<file path="src/hdl/fcc_pkg.sv">
// Package with the shared types, constants and bit-order helpers of the CRC-32 frame checker.
package fcc_pkg;

    localparam int          FRAME_WORDS_DEF = 11;
    localparam int          PADDR_W         = 3;
    localparam logic [31:0] CRC_INIT        = 32'hFFFF_FFFF;
    localparam logic [31:0] POLY_RESET      = 32'hEDB8_8320;
    localparam logic        REG_POLY        = 1'b0;

    typedef struct packed {
        logic [7:0] data_byte;
        logic       first_byte;
    } t_in_item;

    typedef struct packed {
        logic [31:0] computed_crc;
        logic        crc_match;
    } t_out_item;

    typedef struct packed {
        logic      produce;
        t_out_item item;
    } t_core_res;

    function automatic logic [7:0] rev8(input logic [7:0] b);
        logic [7:0] r;
        for (int k = 0; k < 8; k++) begin
            r[k] = b[7 - k];
        end
        return r;
    endfunction

    function automatic logic [31:0] bytewise_rev(input logic [31:0] v);
        return {rev8(v[31:24]), rev8(v[23:16]), rev8(v[15:8]), rev8(v[7:0])};
    endfunction

endpackage

</file>
<file path="src/hdl/fcc_byte_step.sv">
// One reflected CRC-32 byte step with the table entry derived from the polynomial register.
module fcc_byte_step (
    input  logic [31:0] i_crc,
    input  logic [7:0]  i_byte,
    input  logic [31:0] i_poly,
    output logic [31:0] o_crc
);

    logic [31:0] c;

    always_comb begin
        c = {24'd0, i_crc[7:0] ^ i_byte};
        for (int k = 0; k < 8; k++) begin
            c = c[0] ? ((c >> 1) ^ i_poly) : (c >> 1);
        end
        o_crc = (i_crc >> 8) ^ c;
    end

endmodule

</file>
<file path="src/hdl/fcc_frame_core.sv">
// Frame position tracking, word buffering, CRC feed sequencing and check comparison.
module fcc_frame_core #(
    parameter int FRAME_WORDS = fcc_pkg::FRAME_WORDS_DEF
) (
    input  logic               i_clk,
    input  logic               i_rst_n,
    input  logic               i_go,
    input  logic               i_item_valid,
    input  fcc_pkg::t_in_item  i_item,
    input  logic [31:0]        i_poly,
    output fcc_pkg::t_core_res o_res
);
    import fcc_pkg::*;

    localparam int DATA_BYTES = 4 * FRAME_WORDS;
    localparam int POS_W      = $clog2(DATA_BYTES + 4);
    localparam logic [POS_W-1:0] DATA_POS = POS_W'(DATA_BYTES);

    logic [POS_W-1:0] r_pos, n_pos, pos_e;
    logic [31:0]      r_crc, n_crc, crc_e;
    logic [23:0]      r_word, n_word, word_e;
    logic [23:0]      r_check, n_check, check_e;
    logic [23:0]      r_pend, n_pend;
    logic [1:0]       r_feed_cnt, n_feed_cnt;

    logic        in_data;
    logic        complete;
    logic        engine_on;
    logic [31:0] step_in;
    logic [7:0]  step_byte;
    logic [31:0] step_out;
    logic [31:0] computed;

    fcc_byte_step u_step (
        .i_crc  (step_in),
        .i_byte (step_byte),
        .i_poly (i_poly),
        .o_crc  (step_out)
    );

    always_comb begin
        if (i_item.first_byte) begin
            pos_e   = '0;
            crc_e   = CRC_INIT;
            word_e  = '0;
            check_e = '0;
        end else begin
            pos_e   = r_pos;
            crc_e   = r_crc;
            word_e  = r_word;
            check_e = r_check;
        end
        in_data   = (pos_e < DATA_POS);
        complete  = i_go && in_data && (pos_e[1:0] == 2'd3);
        engine_on = (r_feed_cnt != 2'd0) && !(i_go && i_item.first_byte);
        step_in   = complete ? crc_e : r_crc;
        step_byte = complete ? rev8(i_item.data_byte) : rev8(r_pend[23:16]);
        computed  = bytewise_rev(r_crc);

        o_res.produce                = i_item_valid && !in_data && (pos_e[1:0] == 2'd3);
        o_res.item.computed_crc      = computed;
        o_res.item.crc_match         = ({check_e, i_item.data_byte} == computed);
    end

    always_comb begin
        n_pos      = r_pos;
        n_crc      = r_crc;
        n_word     = r_word;
        n_check    = r_check;
        n_pend     = r_pend;
        n_feed_cnt = r_feed_cnt;
        if (engine_on) begin
            n_crc      = step_out;
            n_pend     = {r_pend[15:0], 8'd0};
            n_feed_cnt = r_feed_cnt - 2'd1;
        end
        if (i_go) begin
            n_crc   = engine_on ? step_out : crc_e;
            n_word  = word_e;
            n_check = check_e;
            n_pos   = pos_e + POS_W'(1);
            if (i_item.first_byte) begin
                n_feed_cnt = 2'd0;
            end
            if (in_data) begin
                case (pos_e[1:0])
                    2'd0: n_word[7:0]   = i_item.data_byte;
                    2'd1: n_word[15:8]  = i_item.data_byte;
                    2'd2: n_word[23:16] = i_item.data_byte;
                    default: begin
                        n_crc      = step_out;
                        n_pend     = word_e;
                        n_feed_cnt = 2'd3;
                        n_word     = '0;
                    end
                endcase
            end else if (pos_e[1:0] != 2'd3) begin
                n_check = {check_e[15:0], i_item.data_byte};
            end else begin
                n_pos      = '0;
                n_crc      = CRC_INIT;
                n_word     = '0;
                n_check    = '0;
                n_feed_cnt = 2'd0;
            end
        end
    end

    always_ff @(posedge i_clk) begin
        if (!i_rst_n) begin
            r_pos      <= '0;
            r_crc      <= CRC_INIT;
            r_word     <= '0;
            r_check    <= '0;
            r_feed_cnt <= 2'd0;
        end else begin
            r_pos      <= n_pos;
            r_crc      <= n_crc;
            r_word     <= n_word;
            r_check    <= n_check;
            r_feed_cnt <= n_feed_cnt;
        end
    end

    always_ff @(posedge i_clk) begin
        r_pend <= n_pend;
    end

endmodule

</file>
<file path="src/hdl/frame_crc32_checker_unit.sv">
// Top level of the CRC-32 frame checker: input register, register port, core and result register.
// A byte accepted at a clock edge is held in the input register while the core processes it, and
// the result of the last check byte is then loaded into the output register.
// Throughput: one byte per cycle unless a finished result waits on a stalled output; the four CRC
// feeds of a word run one per cycle through a single byte step unit as the next bytes arrive.
// Reset: synchronous and active low; the CRC returns to all ones, the position to zero and the
// polynomial register to 0xEDB88320.
module frame_crc32_checker_unit #(
    parameter int FRAME_WORDS = fcc_pkg::FRAME_WORDS_DEF
) (
    input  logic                         i_clk,
    input  logic                         i_rst_n,
    input  logic                         i_in_valid,
    output logic                         o_in_stall,
    input  fcc_pkg::t_in_item            i_in_data,
    output logic                         o_out_valid,
    input  logic                         i_out_stall,
    output fcc_pkg::t_out_item           o_out_data,
    input  logic                         psel,
    input  logic                         penable,
    input  logic                         pwrite,
    input  logic [fcc_pkg::PADDR_W-1:0]  paddr,
    input  logic [31:0]                  pwdata,
    output logic [31:0]                  prdata,
    output logic                         pready
);
    import fcc_pkg::*;

    logic        r_in_valid;
    t_in_item    r_in;
    logic        r_out_valid;
    t_out_item   r_out;
    logic [31:0] r_poly;
    logic        go;
    t_core_res   res;

    fcc_frame_core #(
        .FRAME_WORDS (FRAME_WORDS)
    ) u_core (
        .i_clk        (i_clk),
        .i_rst_n      (i_rst_n),
        .i_go         (go),
        .i_item_valid (r_in_valid),
        .i_item       (r_in),
        .i_poly       (r_poly),
        .o_res        (res)
    );

    assign go          = r_in_valid && !(res.produce && r_out_valid && i_out_stall);
    assign o_in_stall  = r_in_valid && !go;
    assign o_out_valid = r_out_valid;
    assign o_out_data  = r_out;
    assign pready      = 1'b1;
    assign prdata      = (paddr[PADDR_W-1] == REG_POLY) ? r_poly : 32'd0;

    always_ff @(posedge i_clk) begin
        if (!i_rst_n) begin
            r_poly <= POLY_RESET;
        end else if (psel && penable && pwrite && (paddr[PADDR_W-1] == REG_POLY)) begin
            r_poly <= pwdata;
        end
    end

    always_ff @(posedge i_clk) begin
        if (!i_rst_n) begin
            r_in_valid <= 1'b0;
        end else if (!o_in_stall) begin
            r_in_valid <= i_in_valid;
        end
    end

    always_ff @(posedge i_clk) begin
        if (!o_in_stall) begin
            r_in <= i_in_data;
        end
    end

    always_ff @(posedge i_clk) begin
        if (!i_rst_n) begin
            r_out_valid <= 1'b0;
        end else if (go && res.produce) begin
            r_out_valid <= 1'b1;
        end else if (!i_out_stall) begin
            r_out_valid <= 1'b0;
        end
    end

    always_ff @(posedge i_clk) begin
        if (go && res.produce) begin
            r_out <= res.item;
        end
    end

    a_result_loaded: assert property (@(posedge i_clk) disable iff (!i_rst_n)
        go && res.produce |=> r_out_valid)
        else $error("result was not captured in the output register");

    a_input_held: assert property (@(posedge i_clk) disable iff (!i_rst_n)
        r_in_valid && !go |=> r_in_valid && $stable(r_in))
        else $error("input register changed while its byte was blocked");

    a_reset_clears: assert property (@(posedge i_clk)
        !i_rst_n |=> !r_out_valid && !r_in_valid)
        else $error("reset did not clear the valid flags");

endmodule
</file>
<file path="config.mk">
export PLATFORM = sky130hd
export DESIGN_NAME = frame_crc32_checker_unit
export DESIGN_NICKNAME = d
export VERILOG_FILES = /design/src/hdl/fcc_pkg.sv /design/src/hdl/fcc_byte_step.sv /design/src/hdl/fcc_frame_core.sv /design/src/hdl/frame_crc32_checker_unit.sv
export SDC_FILE = /design/constraint.sdc
export NUM_CORES = 1
export LEC_CHECK = 0
export ABC_AREA = 1
export ABC_CLOCK_PERIOD_IN_PS = 4400
export BUFFER_PORTS_ARGS = -buffer_cell sky130_fd_sc_hd__buf_2
export CAP_MARGIN = 5
export CORE_MARGIN = 3
export CORE_UTILIZATION = 57
export CTS_BUF_LIST = sky130_fd_sc_hd__clkbuf_4 sky130_fd_sc_hd__clkbuf_8
export DETAILED_ROUTE_END_ITERATION = 10
export MAX_ROUTING_LAYER = met4
export PLACE_DENSITY = 0.88
export SLEW_MARGIN = 30
export SYNTH_ARGS = -nofsm -noshare
export SYNTH_HDL_FRONTEND = slang
export SYNTH_SLANG_ARGS = --single-unit
</file>
<file path="constraint.sdc">
create_clock -name i_clk -period 4.4 [get_ports i_clk]
set_input_delay 0.88 -clock i_clk [delete_from_list [all_inputs] [get_ports i_clk]]
set_output_delay 0.88 -clock i_clk [all_outputs]
set_load 0.005 [all_outputs]
</file>
==> results of run 1 <==
## worst register-to-register path, cell delays in order (launching register included)
cell and delay, ns:
sky130_fd_sc_hd__edfxtp_1 0.52, sky130_fd_sc_hd__inv_2 0.08, sky130_fd_sc_hd__buf_4 0.14, sky130_fd_sc_hd__nand3_2 0.06, sky130_fd_sc_hd__nand2_1 0.06, sky130_fd_sc_hd__nand2_2 0.16, sky130_fd_sc_hd__buf_4 0.34, sky130_fd_sc_hd__nor2_1 0.08
sky130_fd_sc_hd__inv_1 0.08, sky130_fd_sc_hd__nor2_1 0.07, sky130_fd_sc_hd__inv_1 0.08, sky130_fd_sc_hd__nand2_1 0.14, sky130_fd_sc_hd__inv_1 0.12, sky130_fd_sc_hd__buf_4 0.46, sky130_fd_sc_hd__nand2_1 0.15, sky130_fd_sc_hd__nand2_1 0.19
sky130_fd_sc_hd__buf_4 0.27, sky130_fd_sc_hd__clkinv_1 0.14, sky130_fd_sc_hd__nor2_2 0.33, sky130_fd_sc_hd__clkinv_1 0.15, sky130_fd_sc_hd__buf_4 0.32, sky130_fd_sc_hd__nand3_1 0.18, sky130_fd_sc_hd__nand4_1 0.08
## kinds of logic after synthesis
| logic type | synth area share, % |
|---|---|
| simple gates | 38.47 |
| buf+inv | 11.33 |
| compound gates | 12.18 |
| flops | 30.30 |
| xor+xnor | 6.986 |
| fa+ha+maj | 0.6342 |
| other cells | 0.02716 |
| mux | 0.07249 |
## metrics by stage
stage,area (um^2),power (mW)
after detailed placement,14780,10.46
final,15870,12.58
after global routing,15870,13.78
after CTS,15300,11.87
after floorplan,13810,8.389
after global placement,14780,10.22
## report_power, final
part | switching, mW | internal, mW | leakage, nW
sequential | 0.213 | 2.02 | 1.59
combinational | 5.66 | 3.37 | 6.13
clock | 0.835 | 0.484 | 0.227
## layout make-up
cell class	instances	area, um^2
clock buffers	17	234.0
clock inverters	15	224.0
fillers	2073	7741
inverters	261	985.9
multi-input cells	1674	8339
flip-flops and latches	188	4184
well taps	319	399.1
repair buffers	206	1505
## state kept, by name, summed over array words and instances (netlist names)
| signal | cells |
|---|---|
| u_core.r_word | 24 |
| o_out_data | 33 |
| u_core.r_crc | 32 |
| u_core.r_pos | 6 |
| u_core.r_check | 24 |
| o_out_valid | 1 |
| r_poly | 32 |
| r_in_valid | 1 |
| u_core.r_pend | 24 |
| u_core.r_feed_cnt | 2 |
| r_in | 9 |
## layout by cell type, fill, tap and decap left out, types with 17 or more instances in the layout
cell type,netlist,layout
sky130_fd_sc_hd__xor2_1,82,80
sky130_fd_sc_hd__nand2_1,740,722
sky130_fd_sc_hd__edfxtp_1,42,42
sky130_fd_sc_hd__clkbuf_8,0,17
sky130_fd_sc_hd__o21ai_0,154,151
sky130_fd_sc_hd__nor2_1,166,158
sky130_fd_sc_hd__o22ai_1,28,28
sky130_fd_sc_hd__buf_4,11,66
sky130_fd_sc_hd__nand4_1,24,24
sky130_fd_sc_hd__a21oi_1,83,83
sky130_fd_sc_hd__inv_1,245,240
sky130_fd_sc_hd__nand3_1,261,250
sky130_fd_sc_hd__nand2_2,11,20
sky130_fd_sc_hd__xnor2_1,25,25
sky130_fd_sc_hd__dfxtp_1,146,146
sky130_fd_sc_hd__buf_2,24,115
## metal layers
layer / vias up / part of all wire (%) / global-route usage [%]
li1: 7408 / - / -
met3: 174 / 9.1 / 4.565
met1: 6999 / 41 / 40.45
met5: - / 0 / -
met2: 794 / 46 / 50.02
met4: 0 / 4.8 / 14.58
## worst paths after layout
path,startpoint,to,slack (ns),cells past startpoint
hold reg to reg,u_core.r_crc[15]$_SDFFE_PN1P_,o_out_data[9]$_DFFE_PP_,0.43,0
hold / removal,u_core.r_crc[15]$_SDFFE_PN1P_,o_out_data[9]$_DFFE_PP_,0.43,0
setup reg to reg,r_in[0]$_DFFE_PN_,u_core.r_crc[31]$_SDFFE_PN1P_,0.07,22
setup / recovery,r_in[0]$_DFFE_PN_,u_core.r_crc[31]$_SDFFE_PN1P_,0.07,22
## repair_timing
item | 4_1_cts | 5_1_grt
gates cloned | 0 | 5
buffers inserted | 2 | 20
endpoints found under the setup margin | 32 | 32
resized for setup | 9 | 73
pin swaps | 2 | 24
==> out/qor.csv, run 1 <==
stage;metric;value;unit
floorplanning;area of the die;26130;um^2
flow_run;Max Cap Violations;0;
setup_path;type of the setup path with the least slack;reg2reg;
logic_synthesis;count of state elements after synthesis;188;
setup_path;crit start category;flip-flop;
timing;total negative setup slack;0;ns
timing;maximum clock skew at final layout;0.03326;ns
logic_synthesis;number of synthesized flops with an enable pin;42;
place;half-perimeter wire length of the detailed placement result;29230;um
clock_tree;TritonCTS clock tree;yes;
setup_path;critical path fanouts, max;49;
floorplanning;horizontal extent of the die;161.7;um
timing;number of max-slew violations in the final report;0;
clock_tree;clk root buf;sky130_fd_sc_hd__clkbuf_8;
clock_tree;clock latency on the worst-skew pair;0.51;ns
routing;WL/cell;15.68;um
grt;overall global routing resource usage;31.67;%
pwr;peak ir drop on the vdd network;654.6;uV
clock_tree;clock transition at the register clock pins on the worst setup and hold paths after CTS;0.12;ns
finish;net count reported at finish;2406;
place;Post-Place Worst Slack;-0.1815;ns
clock_tree;count of hold-fix buffers inserted at cts;0;
logic_synthesis;Primary FF master, synth;sky130_fd_sc_hd__dfxtp_1;
worst_hold_path;worst min-delay path class;reg2reg;
place;weighted congestion reported at the end of routability-driven placement;0.9658;
place;Cell Count Post-Placement;2620;
run_status;outcome;finished, final reports clean;
place;number of input and output port buffers inserted;115;
finish;post-route insts no fill;2680;
timing;final critical path time including I/O delays and setup;4.330;ns
grt;wire length of the first global-routing pass;66410;um
grt;number of global-route vias before repair;13740;
timing;PnR worst setup slack;0.06985;ns
timing;final hold slack;0.4338;ns
setup_path;Critical path buffers and inverters;11;
finish;layout overhead on the synthesized area;14.93;%
logic_synthesis;Syn. warnings;0;
logic_synthesis;mean post-synth cell area;6.116;um^2
logic_synthesis;number of distinct standard cells referenced by the synthesized netlist;42;
finish;final core occ;67.22;%
setup_path;cell family with most CP delay;buffers and inverters;
finish;share of final-layout standard cells stronger than drive strength 1;13.93;%
grt;largest net degree at the start of global routing;70;
pwr;power per unit of standard cell area;792.8;nW/um^2
routing;1st-iter DRT viols;1575;
logic_synthesis;commonest cells in the synthesized netlist;sky130_fd_sc_hd__nand2_1, sky130_fd_sc_hd__nand3_1, sky130_fd_sc_hd__inv_1, sky130_fd_sc_hd__nor2_1, sky130_fd_sc_hd__o21ai_0;
floorplanning;area inside the core boundary;23610;um^2
timing;highest clock rate;230.9;MHz
routing;post-detailed-route via-to-cell ratio;5.737;
pwr;Static Leakage;7.949;nW
setup_path;kind of end point of the critical path;flip-flop;
grt;initial antenna violation count;0;
routing;routed vias;15380;
clock_tree;number of clock sinks;188;
routing;WL final;42010;um
logic_synthesis;sequential cell area fraction in the yosys report;30.30;%
routing;number of design rule violations left after detail routing;0;
logic_synthesis;share of Yosys cell area claimed by the top area cell type;21.17;%
grt;sum of overflow across all layers after global routing;0;
timing;Max-slew headroom;37.23;%
routing;post-route ant nets;0;
clock_tree;CTS HTree Levels;4;
timing;worst slew pin tran;0.9393;ns
setup_path;data arrival time of the critical path;4.68;ns
setup_path;library cell appearing most often on the critical path;sky130_fd_sc_hd__buf_4;
clock_tree;CTS buffer count;17;
logic_synthesis;proportion of synthesized flip-flops having asynchronous set or reset;0;%
logic_synthesis;net count after synthesis;2316;
setup_path;cell at the slowest stage of the critical path;sky130_fd_sc_hd__edfxtp_1;
logic_synthesis;post-synthesis cell type with the largest combined area;sky130_fd_sc_hd__dfxtp_1;
logic_synthesis;Area contributors post-synth;sky130_fd_sc_hd__dfxtp_1, sky130_fd_sc_hd__nand2_1, sky130_fd_sc_hd__nand3_1;
logic_synthesis;synthesized cell area;13810;um^2
clock_tree;clock tree buffer depth;2;
floorplanning;number of primary I/O pins;119;
setup_path;data required time at the worst endpoint;4.75;ns
logic_synthesis;most common cell in the netlist;sky130_fd_sc_hd__nand2_1;
routing;first-pass iteration count of the detailed router;7;
floorplanning;die span in y;161.7;um
timing;period utilization;98.41;%
finish;antenna diode count;0;
timing;Hold Violations, Final;0;
floorplanning;number of cell rows;56;
timing;count of endpoints failing setup in the final report;0;
floorplanning;initial core utilization;58.48;%
logic_synthesis;Post-Synthesis Cells;2258;
setup_path;maximum cell stage delay along the critical path;0.52;ns
setup_path;chain of cells forming the critical path;inv_2 > buf_4 > nand3_2 > nand2_1 > nand2_2 > buf_4 > nor2_1 > inv_1 > nor2_1 > inv_1 > nand2_1 > inv_1 > buf_4 > nand2_1 > nand2_1 > buf_4 > clkinv_1 > nor2_2 > clkinv_1 > buf_4 > nand3_1 > nand4_1;
Power figures use the tool's default switching activity.
==> run 2: changes to the inputs <==
Settings changed: RECOVER_POWER set to 100.
==> run 2 against run 1 <==
Against the previous run:
- final area is 0.14% lower
- sequential cell count stayed put
- utilization is 0.095 points lower
- combinational power hardly changed
- clock skew is 0.0025 ns lower
- hold slack hardly changed
- worst setup slack worse by 0.017 ns
- largest cell class unchanged
==> out/qor.csv, run 2 (synthesized netlist as in run 1, its figures left out) <==
stage;metric;value;unit
place;half-perimeter wire length of the detailed placement result;29230;um
floorplanning;die span in y;161.7;um
timing;highest clock rate;230.0;MHz
finish;most frequent cells in the layout;sky130_fd_sc_hd__nand2_1, sky130_fd_sc_hd__nand3_1, sky130_fd_sc_hd__inv_1, sky130_fd_sc_hd__nor2_1, sky130_fd_sc_hd__o21ai_0;
routing;WL final;41980;um
flow_run;Max Cap Violations;0;
clock_tree;clk root buf;sky130_fd_sc_hd__clkbuf_8;
clock_tree;clock transition at the register clock pins on the worst setup and hold paths after CTS;0.12;ns
run_status;outcome;finished, final reports clean;
finish;most common library cell in the layout ignoring fill and taps;sky130_fd_sc_hd__nand2_1;
floorplanning;number of cell rows;56;
finish;max reg flops;33;
setup_path;critical path fanouts, max;49;
routing;post-detailed-route via-to-cell ratio;5.728;
place;DP Area;14780;um^2
setup_path;crit start category;flip-flop;
grt;largest net degree at the start of global routing;70;
clock_tree;TritonCTS clock tree;yes;
finish;final core occ;67.12;%
timing;Hold Violations, Final;0;
pwr;Static Leakage;7.900;nW
setup_path;cell family with most CP delay;buffers and inverters;
timing;final critical path time including I/O delays and setup;4.347;ns
floorplanning;area inside the core boundary;23610;um^2
setup_path;cell at the slowest stage of the critical path;sky130_fd_sc_hd__edfxtp_1;
place;weighted congestion reported at the end of routability-driven placement;0.9658;
routing;post-route ant nets;0;
routing;1st-iter DRT viols;1564;
clock_tree;count of hold-fix buffers inserted at cts;0;
grt;sum of overflow across all layers after global routing;0;
grt;overall global routing resource usage;31.67;%
clock_tree;CTS buffer count;17;
clock_tree;clock tree buffer depth;2;
finish;layout overhead on the synthesized area;14.77;%
finish;share of final-layout standard cells stronger than drive strength 1;13.17;%
floorplanning;initial core utilization;58.48;%
setup_path;type of the setup path with the least slack;reg2reg;
pwr;Design Power;12.58;mW
setup_path;maximum cell stage delay along the critical path;0.52;ns
routing;routed vias;15350;
timing;count of endpoints failing setup in the final report;0;
setup_path;library cell appearing most often on the critical path;sky130_fd_sc_hd__buf_4;
setup_path;chain of cells forming the critical path;inv_2 > buf_4 > nand3_2 > nand2_1 > nand2_2 > buf_4 > nor2_1 > inv_1 > nor2_1 > inv_1 > nand2_1 > inv_1 > buf_4 > nand2_1 > nand2_1 > buf_4 > clkinv_1 > nor2_2 > clkinv_1 > buf_4 > nand3_1 > nand4_1;
grt;number of global-route vias before repair;13740;
setup_path;data required time at the worst endpoint;4.75;ns
clock_tree;clock latency on the worst-skew pair;0.50;ns
clock_tree;CTS HTree Levels;4;
finish;post-route insts no fill;2680;
floorplanning;horizontal extent of the die;161.7;um
finish;Layout Cell Area excl Fill;15850;um^2
place;number of input and output port buffers inserted;115;
place;Cell Count Post-Placement;2620;
timing;Max-slew headroom;7.237;%
grt;initial antenna violation count;0;
clock_tree;number of clock sinks;188;
routing;WL/cell;15.66;um
finish;net count reported at finish;2406;
timing;period utilization;98.80;%
finish;number of fillers in the final layout;2085;
timing;worst slew pin tran;1.391;ns
floorplanning;area of the die;26130;um^2
floorplanning;number of primary I/O pins;119;
grt;wire length of the first global-routing pass;66410;um
worst_hold_path;worst min-delay path class;reg2reg;
timing;number of max-slew violations in the final report;0;
finish;antenna diode count;0;
pwr;power per unit of standard cell area;793.9;nW/um^2
setup_path;kind of end point of the critical path;flip-flop;
setup_path;data arrival time of the critical path;4.70;ns
routing;number of design rule violations left after detail routing;0;
setup_path;Critical path buffers and inverters;11;
timing;final hold slack;0.4338;ns
timing;maximum clock skew at final layout;0.03074;ns
pwr;peak ir drop on the vdd network;654.0;uV
routing;first-pass iteration count of the detailed router;8;
[run 2: layer usage]
| metal | up-vias | GRT usage [%] | wire (um) |
|---|---|---|---|
| li1 | 7412 | - | - |
| met1 | 6944 | 40.45 | 16720 |
| met2 | 826 | 50.02 | 19150 |
| met3 | 168 | 4.565 | 4153 |
| met4 | 0 | 14.58 | 1961 |
| met5 | - | - | 0 |
[run 2: timing repair]
item                       CTS  global route
cloned                       0             5
pin swaps                    2            24
buffers inserted             2            20
resized for setup            9            73
setup endpoints to repair   32            32
[run 2: worst paths after layout]
kind	startpoint	to	depth (start not counted)	slack, ns
setup / recovery	r_in[0]$_DFFE_PN_	u_core.r_crc[31]$_SDFFE_PN1P_	22	0.05
setup reg to reg	r_in[0]$_DFFE_PN_	u_core.r_crc[31]$_SDFFE_PN1P_	22	0.05
hold / removal	u_core.r_crc[15]$_SDFFE_PN1P_	o_out_data[9]$_DFFE_PP_	0	0.43
hold reg to reg	u_core.r_crc[15]$_SDFFE_PN1P_	o_out_data[9]$_DFFE_PP_	0	0.43
[run 2: worst reg2reg max path: stages, from the launching register on]
cell,delay (ns)
sky130_fd_sc_hd__edfxtp_1,0.52
sky130_fd_sc_hd__inv_2,0.08
sky130_fd_sc_hd__buf_4,0.14
sky130_fd_sc_hd__nand3_2,0.06
sky130_fd_sc_hd__nand2_1,0.06
sky130_fd_sc_hd__nand2_2,0.16
sky130_fd_sc_hd__buf_4,0.34
sky130_fd_sc_hd__nor2_1,0.08
sky130_fd_sc_hd__inv_1,0.08
sky130_fd_sc_hd__nor2_1,0.07
sky130_fd_sc_hd__inv_1,0.08
sky130_fd_sc_hd__nand2_1,0.14
sky130_fd_sc_hd__inv_1,0.12
sky130_fd_sc_hd__buf_4,0.46
sky130_fd_sc_hd__nand2_1,0.15
sky130_fd_sc_hd__nand2_1,0.19
sky130_fd_sc_hd__buf_4,0.27
sky130_fd_sc_hd__clkinv_1,0.14
sky130_fd_sc_hd__nor2_2,0.34
sky130_fd_sc_hd__clkinv_1,0.15
sky130_fd_sc_hd__buf_4,0.33
sky130_fd_sc_hd__nand3_1,0.19
sky130_fd_sc_hd__nand4_1,0.08
[run 2: area by class of cell]
cell class	count	area, um^2	area share, %
clock buffer	17	234.0	1.476
multi-input combinational	1674	8339	52.62
sequential	188	4184	26.40
inverter	261	985.9	6.221
clock inverter	15	224.0	1.413
timing repair buffer	206	1483	9.355
tap	319	399.1	2.518
[run 2: power breakdown]
group	switching (mW)	internal (mW)	leakage, nW	total [mW]
combinational	5.66	3.37	6.08	9.03
sequential	0.212	2.02	1.59	2.23
clock	0.834	0.484	0.227	1.32
[run 2: stage by stage]
stage                     TNS (ns)  worst slack (ns)
final                            0           0.05258
after detailed placement    -3.807           -0.1815
after global routing        -3.549           -0.1713
after global placement           0           0.03569
after CTS                        0           0.01550
after floorplan                  0           0.01990
==> run 3: changes to the inputs <==
Settings changed: REMOVE_ABC_BUFFERS set to 1.
==> run 3 against run 2 <==
Against the previous run:
- the run now ends with capacitance limit, slew limit left
- utilization up 0.30 points
- clock skew down 0.0030 ns
- final area up 0.44%
- combinational power up 0.8%
- routed wire length up 3.3%
- sequential share of layout area down 0.12 points
- clock power down 5%
- sequential power about the same
- count of clock-buffer cells in the layout unchanged
- critical path type unchanged
- largest power group unchanged
==> out/qor.csv, run 3 (synthesized netlist as in run 1, its figures left out) <==
stage;metric;value;unit
routing;first-pass iteration count of the detailed router;10;
finish;net count reported at finish;2403;
timing;worst slew pin tran;1.742;ns
clock_tree;TritonCTS clock tree;yes;
setup_path;library cell appearing most often on the critical path;sky130_fd_sc_hd__nand2_4;
clock_tree;clock transition at the register clock pins on the worst setup and hold paths after CTS;0.12;ns
floorplanning;initial core utilization;58.48;%
floorplanning;die span in y;161.7;um
finish;number of fillers in the final layout;1984;
worst_hold_path;worst min-delay path class;reg2reg;
routing;routed vias;15500;
routing;1st-iter DRT viols;1718;
clock_tree;clock tree buffer depth;2;
floorplanning;number of primary I/O pins;119;
timing;highest clock rate;230.2;MHz
place;number of input and output port buffers inserted;115;
finish;share of final-layout standard cells stronger than drive strength 1;13.87;%
routing;WL final;43380;um
grt;initial antenna violation count;0;
timing;maximum clock skew at final layout;0.02771;ns
timing;Max-slew headroom;-16.14;%
setup_path;critical path fanouts, max;8;
clock_tree;CTS HTree Levels;4;
pwr;peak ir drop on the vdd network;452.7;uV
grt;overall global routing resource usage;32.17;%
clock_tree;clock latency on the worst-skew pair;0.50;ns
routing;number of design rule violations left after detail routing;0;
floorplanning;area of the die;26130;um^2
timing;Hold Violations, Final;0;
finish;antenna diode count;0;
place;weighted congestion reported at the end of routability-driven placement;1.004;
setup_path;type of the setup path with the least slack;reg2reg;
finish;max reg flops;33;
routing;post-detailed-route via-to-cell ratio;5.791;
pwr;power per unit of standard cell area;790.9;nW/um^2
setup_path;cell at the slowest stage of the critical path;sky130_fd_sc_hd__edfxtp_1;
finish;most common library cell in the layout ignoring fill and taps;sky130_fd_sc_hd__nand2_1;
finish;layout overhead on the synthesized area;15.28;%
timing;count of endpoints failing setup in the final report;0;
timing;final hold slack;0.4426;ns
run_status;violations in the final reports;capacitance limit, slew limit;
setup_path;data required time at the worst endpoint;4.78;ns
grt;sum of overflow across all layers after global routing;0;
timing;final critical path time including I/O delays and setup;4.344;ns
finish;most frequent cells in the layout;sky130_fd_sc_hd__nand2_1, sky130_fd_sc_hd__nand3_1, sky130_fd_sc_hd__inv_1, sky130_fd_sc_hd__nor2_1, sky130_fd_sc_hd__o21ai_0;
routing;WL/cell;16.20;um
setup_path;crit start category;flip-flop;
flow_run;Max Cap Violations;1;
clock_tree;CTS buffer count;17;
grt;largest net degree at the start of global routing;70;
floorplanning;horizontal extent of the die;161.7;um
place;half-perimeter wire length of the detailed placement result;29480;um
setup_path;data arrival time of the critical path;4.73;ns
timing;number of max-slew violations in the final report;36;
clock_tree;number of clock sinks;188;
setup_path;maximum cell stage delay along the critical path;0.49;ns
run_status;outcome;complete, but fails checks;
floorplanning;area inside the core boundary;23610;um^2
pwr;Static Leakage;7.889;nW
pwr;Design Power;12.59;mW
grt;wire length of the first global-routing pass;67140;um
setup_path;kind of end point of the critical path;flip-flop;
timing;period utilization;98.72;%
clock_tree;clk root buf;sky130_fd_sc_hd__clkbuf_8;
floorplanning;number of cell rows;56;
routing;post-route ant nets;0;
grt;number of global-route vias before repair;13890;
[run 3: changes by cell type in the layout (fill, tap and decap cells not counted), sizes merged]
cell / previous run / this run
clkinv: 6 / 12
inv: 269 / 263
buf: 185 / 181
clkbuf: 38 / 40
nand2: 757 / 756
[run 3: what timing repair did]
action	in CTS	in global routing
pin swaps	1	38
setup buffers	2	21
gates resized for setup	7	112
cloned	0	4
hold buffers	0	0
setup endpoints to repair	32	32
[run 3: path summary, 6_finish.rpt]
| path | slack (ns) | end | from | cells after the start |
|---|---|---|---|---|
| max | 0.06 | u_core.r_crc[6]$_SDFFE_PN1P_ | r_in[0]$_DFFE_PN_ | 33 |
| min | 0.44 | o_out_data[20]$_DFFE_PP_ | u_core.r_crc[20]$_SDFFE_PN1P_ | 0 |
| max reg2reg | 0.06 | u_core.r_crc[6]$_SDFFE_PN1P_ | r_in[0]$_DFFE_PN_ | 33 |
| min reg2reg | 0.44 | o_out_data[20]$_DFFE_PP_ | u_core.r_crc[20]$_SDFFE_PN1P_ | 0 |
[run 3: report_power, final]
group,switching (mW),internal (mW)
sequential,0.210,2.02
clock,0.808,0.453
combinational,5.79,3.31
total,6.80,5.79
[run 3: cell type report]
class,count,area (um^2),area share (%)
Sequential cell,188,4184,26.28
Multi-Input combinational cell,1673,8431,52.96
Timing Repair Buffer,204,1476,9.275
Clock inverter,15,206.4,1.297
Clock buffer,17,234.0,1.470
Tap cell,319,399.1,2.507
Inverter,261,988.4,6.209
[run 3: critical path: cells and delay by family (launching register included)]
kind | cells | cell delay (ns)
AND/OR/NAND/NOR | 23 | 2.40
buffers and inverters | 8 | 0.87
flip-flops | 1 | 0.49
XOR/XNOR | 1 | 0.28
adder cells (fa/ha/maj) | 1 | 0.16
[run 3: routing by layer]
layer | up-vias | routed length [um] | share of wire [%] | global-route usage [%]
li1 | 7404 | - | - | -
met1 | 7003 | 16660 | 38 | 39.87
met4 | 0 | 2489 | 5.7 | 17.53
met5 | - | 0 | 0 | -
met2 | 898 | 19920 | 46 | 50.65
met3 | 197 | 4302 | 9.9 | 4.999
[run 3: metrics by stage]
step	instance area, um^2	cells	setup WS [ns]	TNS [ns]	utilization [%]
finish	15920	2677	0.05624	0	67.42
CTS	15240	2652	-0.01255	-0.02258	64.53
global placement	14750	2618	0.06458	0	62.48
detailed placement	14760	2618	-0.09584	-0.6068	62.49
global route	15920	2677	-0.1570	-3.697	67.42
floorplan	13220	2121	-3.375	-146.71	-
